<file path="src/rtl/conditional_block_token_filter_top_macros.svh">
// ----------------------------------------------------------------------------
// conditional_block_token_filter_top_macros
// Assertion helpers for the token filter; clocked on clk_i, off during reset.
// ----------------------------------------------------------------------------
`ifndef CONDITIONAL_BLOCK_TOKEN_FILTER_TOP_MACROS_SVH
`define CONDITIONAL_BLOCK_TOKEN_FILTER_TOP_MACROS_SVH

// same-cycle implication
`define CBTF_ASSERT_NOW(lbl, ante, cons, msg) \
  lbl: assert property (@(posedge clk_i) disable iff (!rst_ni) (ante) |-> (cons)) \
    else $error(msg);

// next-cycle implication
`define CBTF_ASSERT_NEXT(lbl, ante, cons, msg) \
  lbl: assert property (@(posedge clk_i) disable iff (!rst_ni) (ante) |=> (cons)) \
    else $error(msg);

`endif

</file>
<file path="src/rtl/cbtf_pkg.sv">
// ----------------------------------------------------------------------------
// cbtf_pkg
// Shared types and codes of the conditional block token filter.
// ----------------------------------------------------------------------------
package cbtf_pkg;

  localparam int unsigned NestDepthDef = 16;
  localparam int unsigned LineW        = 24;
  localparam int unsigned OpW          = 3;
  localparam int unsigned ErrW         = 3;

  // token kinds; the two unused codes behave as ordinary tokens
  localparam logic [OpW-1:0] OP_TOKEN  = 3'd0;
  localparam logic [OpW-1:0] OP_IF     = 3'd1;
  localparam logic [OpW-1:0] OP_ELSEIF = 3'd2;
  localparam logic [OpW-1:0] OP_ELSE   = 3'd3;
  localparam logic [OpW-1:0] OP_ENDIF  = 3'd4;
  localparam logic [OpW-1:0] OP_EOI    = 3'd5;

  localparam logic [ErrW-1:0] ERR_NONE          = 3'd0;
  localparam logic [ErrW-1:0] ERR_ELSEIF_NO_IF  = 3'd1;
  localparam logic [ErrW-1:0] ERR_ELSEIF_AFTER  = 3'd2;
  localparam logic [ErrW-1:0] ERR_ELSE_NO_IF    = 3'd3;
  localparam logic [ErrW-1:0] ERR_ELSE_AFTER    = 3'd4;
  localparam logic [ErrW-1:0] ERR_ENDIF_NO_IF   = 3'd5;
  localparam logic [ErrW-1:0] ERR_UNCLOSED      = 3'd6;
  localparam logic [ErrW-1:0] ERR_OVERFLOW      = 3'd7;

  typedef struct packed {
    logic             seen;
    logic             doelse;
    logic             active;
    logic [LineW-1:0] line;
  } entry_t;

  // controller -> datapath
  typedef struct packed {
    logic accept;    // capture the input beat, read top of stack
    logic commit;    // apply the directive, load its result if any
    logic drain;     // report one unclosed level and pop it
    logic emit_end;  // load the end marker
  } cmd_t;

  // datapath -> controller
  typedef struct packed {
    logic has_result;
    logic is_eoi;
    logic depth_zero;
    logic depth_le1;
    logic out_free;
  } sts_t;

endpackage

</file>
<file path="src/rtl/cbtf_tok_if.sv">
// ----------------------------------------------------------------------------
// cbtf_tok_if
// Input token channel: valid/ready with the token payload.
// ----------------------------------------------------------------------------
interface cbtf_tok_if;
  logic                             valid;
  logic                             ready;
  logic [cbtf_pkg::OpW-1:0]         op;
  logic                             cond;
  logic [cbtf_pkg::LineW-1:0]       line;

  modport source (output valid, output op, output cond, output line, input ready);
  modport sink   (input valid, input op, input cond, input line, output ready);
endinterface

</file>
<file path="src/rtl/cbtf_res_if.sv">
// ----------------------------------------------------------------------------
// cbtf_res_if
// Result channel: valid/ready with pass flag, error report and last marker.
// ----------------------------------------------------------------------------
interface cbtf_res_if;
  logic                             valid;
  logic                             ready;
  logic                             pass;
  logic [cbtf_pkg::ErrW-1:0]        err_code;
  logic [cbtf_pkg::LineW-1:0]       err_line;
  logic                             last;

  modport source (output valid, output pass, output err_code, output err_line,
                  output last, input ready);
  modport sink   (input valid, input pass, input err_code, input err_line,
                  input last, output ready);
endinterface

</file>
<file path="src/rtl/conditional_block_token_filter_top.sv">
// ----------------------------------------------------------------------------
// conditional_block_token_filter_top
// Conditional-compilation token filter with a nesting stack.
// ----------------------------------------------------------------------------
// One token at a time: a token is taken in the idle state and executed in the
// execute state once the result register is free or it yields no result; no
// new token is taken before that. The nesting stack is a memory with one
// registered read port; each token needs the top level read before it can
// execute. End of input reports the unclosed levels, innermost first, one per
// cycle while the result register is free, then the end marker. Results wait
// in an output register that is refilled in the cycle it is taken. No clearing
// pass after reset: only levels below the depth counter are ever read.
module conditional_block_token_filter_top #(
  parameter int unsigned NEST_DEPTH = cbtf_pkg::NestDepthDef
) (
  input  logic  clk_i,
  input  logic  rst_ni,
  cbtf_tok_if.sink   tok_i,
  cbtf_res_if.source res_o
);

  `include "conditional_block_token_filter_top_macros.svh"

  cbtf_pkg::cmd_t cmd;
  cbtf_pkg::sts_t sts;
  logic           in_ready;

  cbtf_ctrl u_ctrl (
    .clk_i      (clk_i),
    .rst_ni     (rst_ni),
    .in_valid_i (tok_i.valid),
    .in_ready_o (in_ready),
    .sts_i      (sts),
    .cmd_o      (cmd)
  );

  cbtf_datapath #(
    .NEST_DEPTH (NEST_DEPTH)
  ) u_datapath (
    .clk_i          (clk_i),
    .rst_ni         (rst_ni),
    .cmd_i          (cmd),
    .sts_o          (sts),
    .op_i           (tok_i.op),
    .cond_i         (tok_i.cond),
    .line_i         (tok_i.line),
    .out_ready_i    (res_o.ready),
    .out_valid_o    (res_o.valid),
    .out_pass_o     (res_o.pass),
    .out_err_code_o (res_o.err_code),
    .out_err_line_o (res_o.err_line),
    .out_last_o     (res_o.last)
  );

  assign tok_i.ready = in_ready;

  `CBTF_ASSERT_NEXT(a_busy_after_accept, tok_i.valid && tok_i.ready, !tok_i.ready, "ready high right after an accepted beat")
  `CBTF_ASSERT_NOW(a_pass_is_clean, res_o.valid && res_o.pass, (res_o.err_code == cbtf_pkg::ERR_NONE) && res_o.last, "forwarded beat carries an error or is not last")
  `CBTF_ASSERT_NOW(a_unclosed_not_last, res_o.valid && (res_o.err_code == cbtf_pkg::ERR_UNCLOSED), !res_o.last && !res_o.pass, "unclosed-level report marked last or pass")
  `CBTF_ASSERT_NOW(a_one_command, 1'b1, $onehot0({cmd.accept, cmd.commit, cmd.drain, cmd.emit_end}), "more than one datapath command in a cycle")

endmodule

</file>
<file path="src/rtl/cbtf_ctrl.sv">
// ----------------------------------------------------------------------------
// cbtf_ctrl
// Sequencer: accept, execute, drain of unclosed levels, end marker.
// ----------------------------------------------------------------------------
module cbtf_ctrl (
  input  logic           clk_i,
  input  logic           rst_ni,
  input  logic           in_valid_i,
  output logic           in_ready_o,
  input  cbtf_pkg::sts_t sts_i,
  output cbtf_pkg::cmd_t cmd_o
);

  typedef enum logic [1:0] {
    S_IDLE,
    S_EXEC,
    S_DRAIN,
    S_END
  } state_e;

  state_e state_q, state_d;

  assign in_ready_o = (state_q == S_IDLE);

  always_comb begin
    state_d = state_q;
    cmd_o   = '0;
    case (state_q)
      S_IDLE: begin
        if (in_valid_i) begin
          cmd_o.accept = 1'b1;
          state_d      = S_EXEC;
        end
      end
      S_EXEC: begin
        if (sts_i.is_eoi) begin
          state_d = sts_i.depth_zero ? S_END : S_DRAIN;
        end else if (!sts_i.has_result || sts_i.out_free) begin
          cmd_o.commit = 1'b1;
          state_d      = S_IDLE;
        end
      end
      S_DRAIN: begin
        if (sts_i.out_free) begin
          cmd_o.drain = 1'b1;
          if (sts_i.depth_le1) state_d = S_END;
        end
      end
      S_END: begin
        if (sts_i.out_free) begin
          cmd_o.emit_end = 1'b1;
          state_d        = S_IDLE;
        end
      end
      default: state_d = S_IDLE;
    endcase
  end

  always_ff @(posedge clk_i or negedge rst_ni) begin
    if (!rst_ni) begin
      state_q <= S_IDLE;
    end else begin
      state_q <= state_d;
    end
  end

endmodule

</file>
<file path="src/rtl/cbtf_datapath.sv">
// ----------------------------------------------------------------------------
// cbtf_datapath
// Nesting stack memory, depth counter, directive decode and result register.
// ----------------------------------------------------------------------------
module cbtf_datapath #(
  parameter int unsigned NEST_DEPTH = cbtf_pkg::NestDepthDef
) (
  input  logic                          clk_i,
  input  logic                          rst_ni,
  input  cbtf_pkg::cmd_t                cmd_i,
  output cbtf_pkg::sts_t                sts_o,
  input  logic [cbtf_pkg::OpW-1:0]      op_i,
  input  logic                          cond_i,
  input  logic [cbtf_pkg::LineW-1:0]    line_i,
  input  logic                          out_ready_i,
  output logic                          out_valid_o,
  output logic                          out_pass_o,
  output logic [cbtf_pkg::ErrW-1:0]     out_err_code_o,
  output logic [cbtf_pkg::LineW-1:0]    out_err_line_o,
  output logic                          out_last_o
);

  localparam int unsigned IdxW = (NEST_DEPTH > 1) ? $clog2(NEST_DEPTH) : 1;
  localparam int unsigned DepW = $clog2(NEST_DEPTH + 1);

  // captured token
  logic [cbtf_pkg::OpW-1:0]   op_q;
  logic                       cond_q;
  logic [cbtf_pkg::LineW-1:0] line_q;

  logic [DepW-1:0] depth_q, depth_d, depth_m1;
  cbtf_pkg::entry_t mem [NEST_DEPTH];
  cbtf_pkg::entry_t rd_q;  // top of stack, registered read

  logic                 rd_en;
  logic [DepW-1:0]      rd_ptr;
  logic [IdxW-1:0]      rd_addr;
  logic                 wr_en;
  logic [IdxW-1:0]      wr_addr;
  cbtf_pkg::entry_t     wr_data;

  logic                       has_top, full, top_live;
  logic                       res_emit, res_pass;
  logic [cbtf_pkg::ErrW-1:0]  res_code;
  logic                       do_push, do_pop, do_mod;
  cbtf_pkg::entry_t           push_ent, mod_ent;

  logic                       out_valid_q;
  logic                       out_pass_q, out_last_q;
  logic [cbtf_pkg::ErrW-1:0]  out_code_q;
  logic [cbtf_pkg::LineW-1:0] out_line_q;

  assign has_top  = (depth_q != '0);
  assign full     = (depth_q == DepW'(NEST_DEPTH));
  assign top_live = !has_top || rd_q.active;
  assign depth_m1 = depth_q - DepW'(1);

  // directive decode against the current top level
  always_comb begin
    res_emit = 1'b0;
    res_pass = 1'b0;
    res_code = cbtf_pkg::ERR_NONE;
    do_push  = 1'b0;
    do_pop   = 1'b0;
    do_mod   = 1'b0;
    mod_ent  = rd_q;
    push_ent = '{seen: 1'b0, doelse: 1'b0, active: 1'b0, line: line_q};
    case (op_q)
      cbtf_pkg::OP_IF: begin
        if (full) begin
          res_emit = 1'b1;
          res_code = cbtf_pkg::ERR_OVERFLOW;
        end else begin
          do_push         = 1'b1;
          push_ent.active = top_live & cond_q;
          push_ent.doelse = top_live & ~cond_q;
        end
      end
      cbtf_pkg::OP_ELSEIF: begin
        if (!has_top) begin
          // acts as an if opened at the outermost level
          res_emit        = 1'b1;
          res_code        = cbtf_pkg::ERR_ELSEIF_NO_IF;
          do_push         = 1'b1;
          push_ent.active = cond_q;
          push_ent.doelse = ~cond_q;
        end else if (rd_q.seen) begin
          res_emit       = 1'b1;
          res_code       = cbtf_pkg::ERR_ELSEIF_AFTER;
          do_mod         = 1'b1;
          mod_ent.active = 1'b0;
        end else if (cond_q) begin
          do_mod         = 1'b1;
          mod_ent.active = rd_q.doelse;
          mod_ent.doelse = 1'b0;
        end else begin
          do_mod         = 1'b1;
          mod_ent.active = 1'b0;
        end
      end
      cbtf_pkg::OP_ELSE: begin
        if (!has_top) begin
          res_emit = 1'b1;
          res_code = cbtf_pkg::ERR_ELSE_NO_IF;
        end else if (rd_q.seen) begin
          res_emit       = 1'b1;
          res_code       = cbtf_pkg::ERR_ELSE_AFTER;
          do_mod         = 1'b1;
          mod_ent.active = 1'b0;
        end else begin
          do_mod         = 1'b1;
          mod_ent.seen   = 1'b1;
          mod_ent.active = rd_q.doelse;
        end
      end
      cbtf_pkg::OP_ENDIF: begin
        if (!has_top) begin
          res_emit = 1'b1;
          res_code = cbtf_pkg::ERR_ENDIF_NO_IF;
        end else begin
          do_pop = 1'b1;
        end
      end
      cbtf_pkg::OP_EOI: begin
        // handled by the drain sequence
      end
      default: begin
        if (top_live) begin
          res_emit = 1'b1;
          res_pass = 1'b1;
        end
      end
    endcase
  end

  always_comb begin
    depth_d = depth_q;
    if (cmd_i.commit && do_push) depth_d = depth_q + DepW'(1);
    if ((cmd_i.commit && do_pop) || cmd_i.drain) depth_d = depth_m1;
  end

  // read the level that will be on top after this cycle
  assign rd_ptr  = depth_d - DepW'(1);
  assign rd_addr = rd_ptr[IdxW-1:0];
  assign rd_en   = (cmd_i.accept || cmd_i.drain) && (depth_d != '0);

  assign wr_en   = cmd_i.commit && (do_push || do_mod);
  assign wr_addr = do_push ? depth_q[IdxW-1:0] : depth_m1[IdxW-1:0];
  assign wr_data = do_push ? push_ent : mod_ent;

  always_ff @(posedge clk_i) begin
    if (wr_en) begin
      mem[wr_addr] <= wr_data;
    end
    if (rd_en) begin
      rd_q <= mem[rd_addr];
    end
  end

  always_ff @(posedge clk_i) begin
    if (cmd_i.accept) begin
      op_q   <= op_i;
      cond_q <= cond_i;
      line_q <= line_i;
    end
  end

  always_ff @(posedge clk_i or negedge rst_ni) begin
    if (!rst_ni) begin
      depth_q <= '0;
    end else begin
      depth_q <= depth_d;
    end
  end

  // result register; a new beat may load while the old one leaves
  always_ff @(posedge clk_i or negedge rst_ni) begin
    if (!rst_ni) begin
      out_valid_q <= 1'b0;
    end else if ((cmd_i.commit && res_emit) || cmd_i.drain || cmd_i.emit_end) begin
      out_valid_q <= 1'b1;
    end else if (out_ready_i) begin
      out_valid_q <= 1'b0;
    end
  end

  always_ff @(posedge clk_i) begin
    if (cmd_i.commit && res_emit) begin
      out_pass_q <= res_pass;
      out_code_q <= res_code;
      out_line_q <= res_pass ? '0 : line_q;
      out_last_q <= 1'b1;
    end else if (cmd_i.drain) begin
      out_pass_q <= 1'b0;
      out_code_q <= cbtf_pkg::ERR_UNCLOSED;
      out_line_q <= rd_q.line;
      out_last_q <= 1'b0;
    end else if (cmd_i.emit_end) begin
      out_pass_q <= 1'b1;
      out_code_q <= cbtf_pkg::ERR_NONE;
      out_line_q <= '0;
      out_last_q <= 1'b1;
    end
  end

  assign out_valid_o    = out_valid_q;
  assign out_pass_o     = out_pass_q;
  assign out_err_code_o = out_code_q;
  assign out_err_line_o = out_line_q;
  assign out_last_o     = out_last_q;

  assign sts_o.has_result = res_emit;
  assign sts_o.is_eoi     = (op_q == cbtf_pkg::OP_EOI);
  assign sts_o.depth_zero = !has_top;
  assign sts_o.depth_le1  = (depth_q <= DepW'(1));
  assign sts_o.out_free   = !out_valid_q || out_ready_i;

endmodule

</file>
<file path="src/flat_wrapper.sv">
// flat-port wrapper written by rule: the top's interface ports become plain ports
module conditional_block_token_filter_top_flat 
#(
  parameter int unsigned NEST_DEPTH = cbtf_pkg::NestDepthDef
)
  (clk_i, rst_ni, tok_i_valid, tok_i_op, tok_i_cond, tok_i_line, tok_i_ready, res_o_valid, res_o_pass, res_o_err_code, res_o_err_line, res_o_last, res_o_ready);
  cbtf_tok_if tok_i_i ();
  cbtf_res_if res_o_i ();
  input  logic clk_i;
  input  logic rst_ni;
  input wire logic [$bits(tok_i_i.valid)-1:0] tok_i_valid;
  input wire logic [$bits(tok_i_i.op)-1:0] tok_i_op;
  input wire logic [$bits(tok_i_i.cond)-1:0] tok_i_cond;
  input wire logic [$bits(tok_i_i.line)-1:0] tok_i_line;
  output wire logic [$bits(tok_i_i.ready)-1:0] tok_i_ready;
  output wire logic [$bits(res_o_i.valid)-1:0] res_o_valid;
  output wire logic [$bits(res_o_i.pass)-1:0] res_o_pass;
  output wire logic [$bits(res_o_i.err_code)-1:0] res_o_err_code;
  output wire logic [$bits(res_o_i.err_line)-1:0] res_o_err_line;
  output wire logic [$bits(res_o_i.last)-1:0] res_o_last;
  input wire logic [$bits(res_o_i.ready)-1:0] res_o_ready;
  assign tok_i_i.valid = tok_i_valid;
  assign tok_i_i.op = tok_i_op;
  assign tok_i_i.cond = tok_i_cond;
  assign tok_i_i.line = tok_i_line;
  assign tok_i_ready = tok_i_i.ready;
  assign res_o_valid = res_o_i.valid;
  assign res_o_pass = res_o_i.pass;
  assign res_o_err_code = res_o_i.err_code;
  assign res_o_err_line = res_o_i.err_line;
  assign res_o_last = res_o_i.last;
  assign res_o_i.ready = res_o_ready;
  conditional_block_token_filter_top #(.NEST_DEPTH(NEST_DEPTH)) u_core (.clk_i(clk_i), .rst_ni(rst_ni), .tok_i(tok_i_i), .res_o(res_o_i));
endmodule
</file>
<file path="config.mk">
export PLATFORM = sky130hd
export DESIGN_NAME = conditional_block_token_filter_top_flat
export DESIGN_NICKNAME = d
export VERILOG_FILES = /design/src/rtl/cbtf_pkg.sv /design/src/rtl/cbtf_tok_if.sv /design/src/rtl/cbtf_res_if.sv /design/src/rtl/conditional_block_token_filter_top.sv /design/src/rtl/cbtf_ctrl.sv /design/src/rtl/cbtf_datapath.sv /design/src/flat_wrapper.sv
export VERILOG_INCLUDE_DIRS = /design/src /design/src/rtl
export SDC_FILE = /design/constraint.sdc
export NUM_CORES = 1
export LEC_CHECK = 0
export ABC_CLOCK_PERIOD_IN_PS = 6600
export BUFFER_PORTS_ARGS = -buffer_cell sky130_fd_sc_hd__buf_2
export CAP_MARGIN = 30
export CORE_MARGIN = 5
export CORE_UTILIZATION = 58
export DETAILED_ROUTE_END_ITERATION = 12
export PLACE_DENSITY = 0.79
export SKIP_LAST_GASP = 1
export SLEW_MARGIN = 40
export SYNTH_ARGS = -nofsm -noshare
export SYNTH_HDL_FRONTEND = slang
export SYNTH_HIERARCHICAL = 1
export SYNTH_SLANG_ARGS = --single-unit
</file>
<file path="constraint.sdc">
create_clock -name clk_i -period 6.6 [get_ports clk_i]
set_input_delay 0 -clock clk_i [delete_from_list [all_inputs] [get_ports clk_i]]
set_output_delay 0 -clock clk_i [all_outputs]
set_load 0.02 [all_outputs]
</file>
==> results.sh <==
export IMPL_status="finished clean"
export IMPL_holdCritPathClass="in2reg"
export IMPL_synth_area_leader_cell="edfxtp_1"
export IMPL_comb_power_share_pct=38.2
export IMPL_syn_area_sq_um=21100
export IMPL_fmax_mhz=163
export IMPL_crit_cells=20
export IMPL_grt_max_degree=54
export IMPL_drt_iter0_drc=1863
export IMPL_place_ws_ps=644
export IMPL_cp_arrival_ps=6570
export IMPL_slowest_delay_ps=700
export IMPL_wl_mm=53.1
export IMPL_drtPass1Iterations=6
export IMPL_postLayoutCellArea_sq_um=24400
export IMPL_dpl_instance_area_sq_um=22400
export IMPL_yosysMostFrequentCell="edfxtp_1"
export IMPL_rows=69
export IMPL_period_share_pct=92.7
export IMPL_rr_worst_depth=20
export IMPL_cts_tree="yes"
export IMPL_wl_per_cell_microns=28.6
export IMPL_report_final_hold_viol_count=0
export IMPL_grt_first_pass_wirelength_mm=79.3
export IMPL_grt_usage_pct=26.2
export IMPL_overflow=0
export IMPL_antenna_found_initial=0
export IMPL_fillers=2213
export IMPL_cts_root_buf="clkbuf_16"
export IMPL_coreArea_sq_um=35700
export IMPL_fin_nets=1390
export IMPL_synth_seq_area_share_pct=74.4
export IMPL_leakagePower_nw=8.08
export IMPL_crit_path_end_kind="flip-flop"
export IMPL_intPower_mw=7.92
export IMPL_cap_violations=0
export IMPL_path_clk_slew_ps=60
export IMPL_critPathKind="reg2reg"
export IMPL_tns_ps=0
export IMPL_path_max_fanout=31
export IMPL_slew_violations=0
export IMPL_postCtsSetupBuffers=0
export IMPL_fin_skew_ps=24.8
export IMPL_seq_area_sq_um=15700
export IMPL_areaGrowthSynthToFinish_pct=15.6
export IMPL_portBuffers=62
export IMPL_drc=0
export IMPL_grt_pass1_vias=12638
export IMPL_worstSkewPairLatency_ps=590
export IMPL_synth_nets=1277
export IMPL_cts_inserted_buffers=51
export IMPL_routabilityCongestion=0.848
export IMPL_netlist_area_leader_share_pct=73.4
export IMPL_die_y_microns=201
export IMPL_clkPwrFrac_pct=22.6
export IMPL_dieArea_sq_um=40200
export IMPL_hold_depth=2
export IMPL_max_slew_margin_pct=38.9
export IMPL_synth_top_cells_by_count="edfxtp_1, nand2_1, o21ai_0"
export IMPL_crit_chain="clkinv_1 -> ha_1 -> or4b_4 -> inv_1 -> o21ai_0 -> a21oi_1 -> nor2_1 -> o21ai_0 -> nor2b_1 -> nor4b_1 -> buf_4 -> and4bb_2 -> a21o_1 -> a32o_1 -> xnor2_4 -> buf_4 -> and3_1 -> buf_4 -> o21ai_0 -> nand4_1"
export IMPL_period_needed_ps=6120
export IMPL_htreeDepth=2
export IMPL_post_route_util_pct=68.1
export IMPL_syn_area_per_cell_sq_um=17.0
export IMPL_required_ps=7050
export IMPL_clk_path_buf_depth=3
export IMPL_antenna_left=0
export IMPL_die_w_microns=201
export IMPL_via_per_inst=6.77
export IMPL_vias=12538
export IMPL_ys_types=71
export IMPL_synth_area_leaders="edfxtp_1, mux4_2, a22o_1, o21ai_0, nand2_1"
export IMPL_power_per_cell_area_nw_per_um2=513
export IMPL_multiInputGateArea_sq_um=5160
export IMPL_p_sw_mw=4.58
export IMPL_start_kind="flip-flop"
export IMPL_cp_num_buf_inv=5
export IMPL_place_hpwl_mm=30.2
export IMPL_synth_seq_cells=524
export IMPL_worst_slack_ps=481
export IMPL_initial_core_util_pct=59.0
export IMPL_p_seq_share_pct=39.2
export IMPL_synth_flop_cell="edfxtp_1"
export IMPL_cp_slowest_cell="and3_1"
export IMPL_p_sw_share_pct=36.6
export IMPL_cts_num_sinks=524
export IMPL_finalSetupViolCount=0
export IMPL_worst_pin_slew_ps=914
export IMPL_cts_resized_gates=0
export IMPL_ios=63
export IMPL_syn_inst=1241
export IMPL_n_antenna_cell=0
export IMPL_rsz0062_at_grt="false"
export IMPL_drive_gt1_share_pct=21.6
export IMPL_cpLargestDelayFamily="simple AND/OR/NAND/NOR gates"
export IMPL_ir_drop_mv=0.367
export IMPL_synth_warnings=6
export IMPL_synth_edff_count=515
export IMPL_synth_async_reset_ratio_pct=1.53
[flip-flops by register name, indices dropped and copies added (netlist names), named ones only]
| name | cells |
|---|---|
| u_core/u_ctrl/state_q | 1 |
| u_core/u_datapath/cond_q | 1 |
| u_core/u_datapath/depth_q | 5 |
| u_core/u_datapath/line_q | 24 |
| u_core/u_datapath/mem | 432 |
| u_core/u_datapath/mod_ent | 24 |
| u_core/u_datapath/op_q | 3 |
| u_core/u_datapath/out_err_code_o | 3 |
| u_core/u_datapath/out_err_line_o | 24 |
| u_core/u_datapath/out_last_o | 1 |
| u_core/u_datapath/out_pass_o | 1 |
| u_core/u_datapath/out_valid_o | 1 |
| u_core/u_datapath/rd_q | 3 |
[layout by cell type (no fill, tap or decap), drive strengths merged, types with 5 or more instances in the layout]
master | netlist | final
dfrtp | 8 | 8
nand3 | 54 | 54
a22o | 40 | 40
dlygate4sd3 | 0 | 32
o22ai | 10 | 10
clkinv | 1 | 21
a31oi | 6 | 6
a221oi | 6 | 6
and4 | 5 | 5
a22oi | 8 | 8
a211oi | 38 | 38
o211ai | 18 | 18
nor2 | 34 | 34
mux4 | 63 | 63
o21ai | 68 | 68
a21oi | 32 | 32
nand2b | 8 | 8
nand2 | 85 | 85
inv | 8 | 10
clkbuf | 48 | 63
nor3 | 13 | 13
nand4 | 20 | 20
buf | 38 | 113
and3 | 39 | 39
o2111ai | 5 | 5
mux2i | 11 | 11
edfxtp | 515 | 515
nor2b | 5 | 5
[power by group through the flow]
| stage | Combinational, mW | Sequential [mW] | Clock [mW] |
|---|---|---|---|
| after floorplan | 3.10 | 4.97 | 0 |
| after global placement | 4.46 | 4.94 | 0 |
| after detailed placement | 4.66 | 4.95 | 0 |
| after CTS | 4.71 | 4.89 | 2.86 |
| after global routing | 5.08 | 4.93 | 3.00 |
| final | 4.78 | 4.90 | 2.82 |
[through the flow]
stage | power (mW) | cells | hold WS, ps
3_5_place_dp | 9.62 | 1729 | -137
4_1_cts | 12.5 | 1852 | 91.4
6_report | 12.5 | 1853 | 116
3_3_place_gp | 9.40 | 1716 | -144
5_1_grt | 13.0 | 1853 | 119
2_1_floorplan | 8.07 | 1241 | -296
[per-layer routing]
| layer | part of all wire (%) | GRT usage (%) | up-vias |
|---|---|---|---|
| met2 | 48 | 41.4 | 907 |
| met5 | 0 | 0 | - |
| met3 | 12 | 5.67 | 137 |
| met1 | 37 | 36.5 | 6222 |
| li1 | - | - | 5272 |
| met4 | 3.6 | 9.93 | 0 |
[area by class of cell]
type                    count  area share [%]
clock buffers              62            5.58
clock inverters            29            1.07
inverters                   9           0.149
multi-input cells         622            21.2
flip-flops and latches    524            64.4
well taps                 461            2.37
repair buffers            146            5.23
[cell families (layout without fill, tap and decap cells)]
kind of cell | count (synthesis) | in the layout | share of synthesized area (%)
XOR/XNOR | 7 | 7 | 0.416
AND/OR/NAND/NOR | 280 | 280 | 6.82
AO/OA/AOI/OAI | 257 | 257 | 8.76
adder cells (fa/ha/maj) | 4 | 4 | 0.238
multiplexers | 74 | 74 | 7.26
flip-flops | 524 | 524 | 74.4
buffers and inverters | 95 | 246 | 2.07
[worst paths after layout]
kind                                                 endpoint  slack [ps]                          from
worst min-delay path             u_core/u_datapath/line_q[13]         120                tok_i_line[13]
worst max register to register  u_core/u_datapath/mod_ent[18]         480  u_core/u_datapath/depth_q[0]
min in group asynchronous        u_core/u_datapath/depth_q[0]         430                        rst_ni
worst max-delay path            u_core/u_datapath/mod_ent[18]         480  u_core/u_datapath/depth_q[0]
worst min register to register   u_core/u_datapath/out_last_o         570  u_core/u_datapath/out_last_o
max in group asynchronous                           async pin        5860                        rst_ni
[repair_timing]
action,CTS,global route
endpoints found under the setup margin,0,0
hold buffers,32,0
hold endpoints to repair,39,0
No activity file was read; power rests on OpenSTA's default activity.
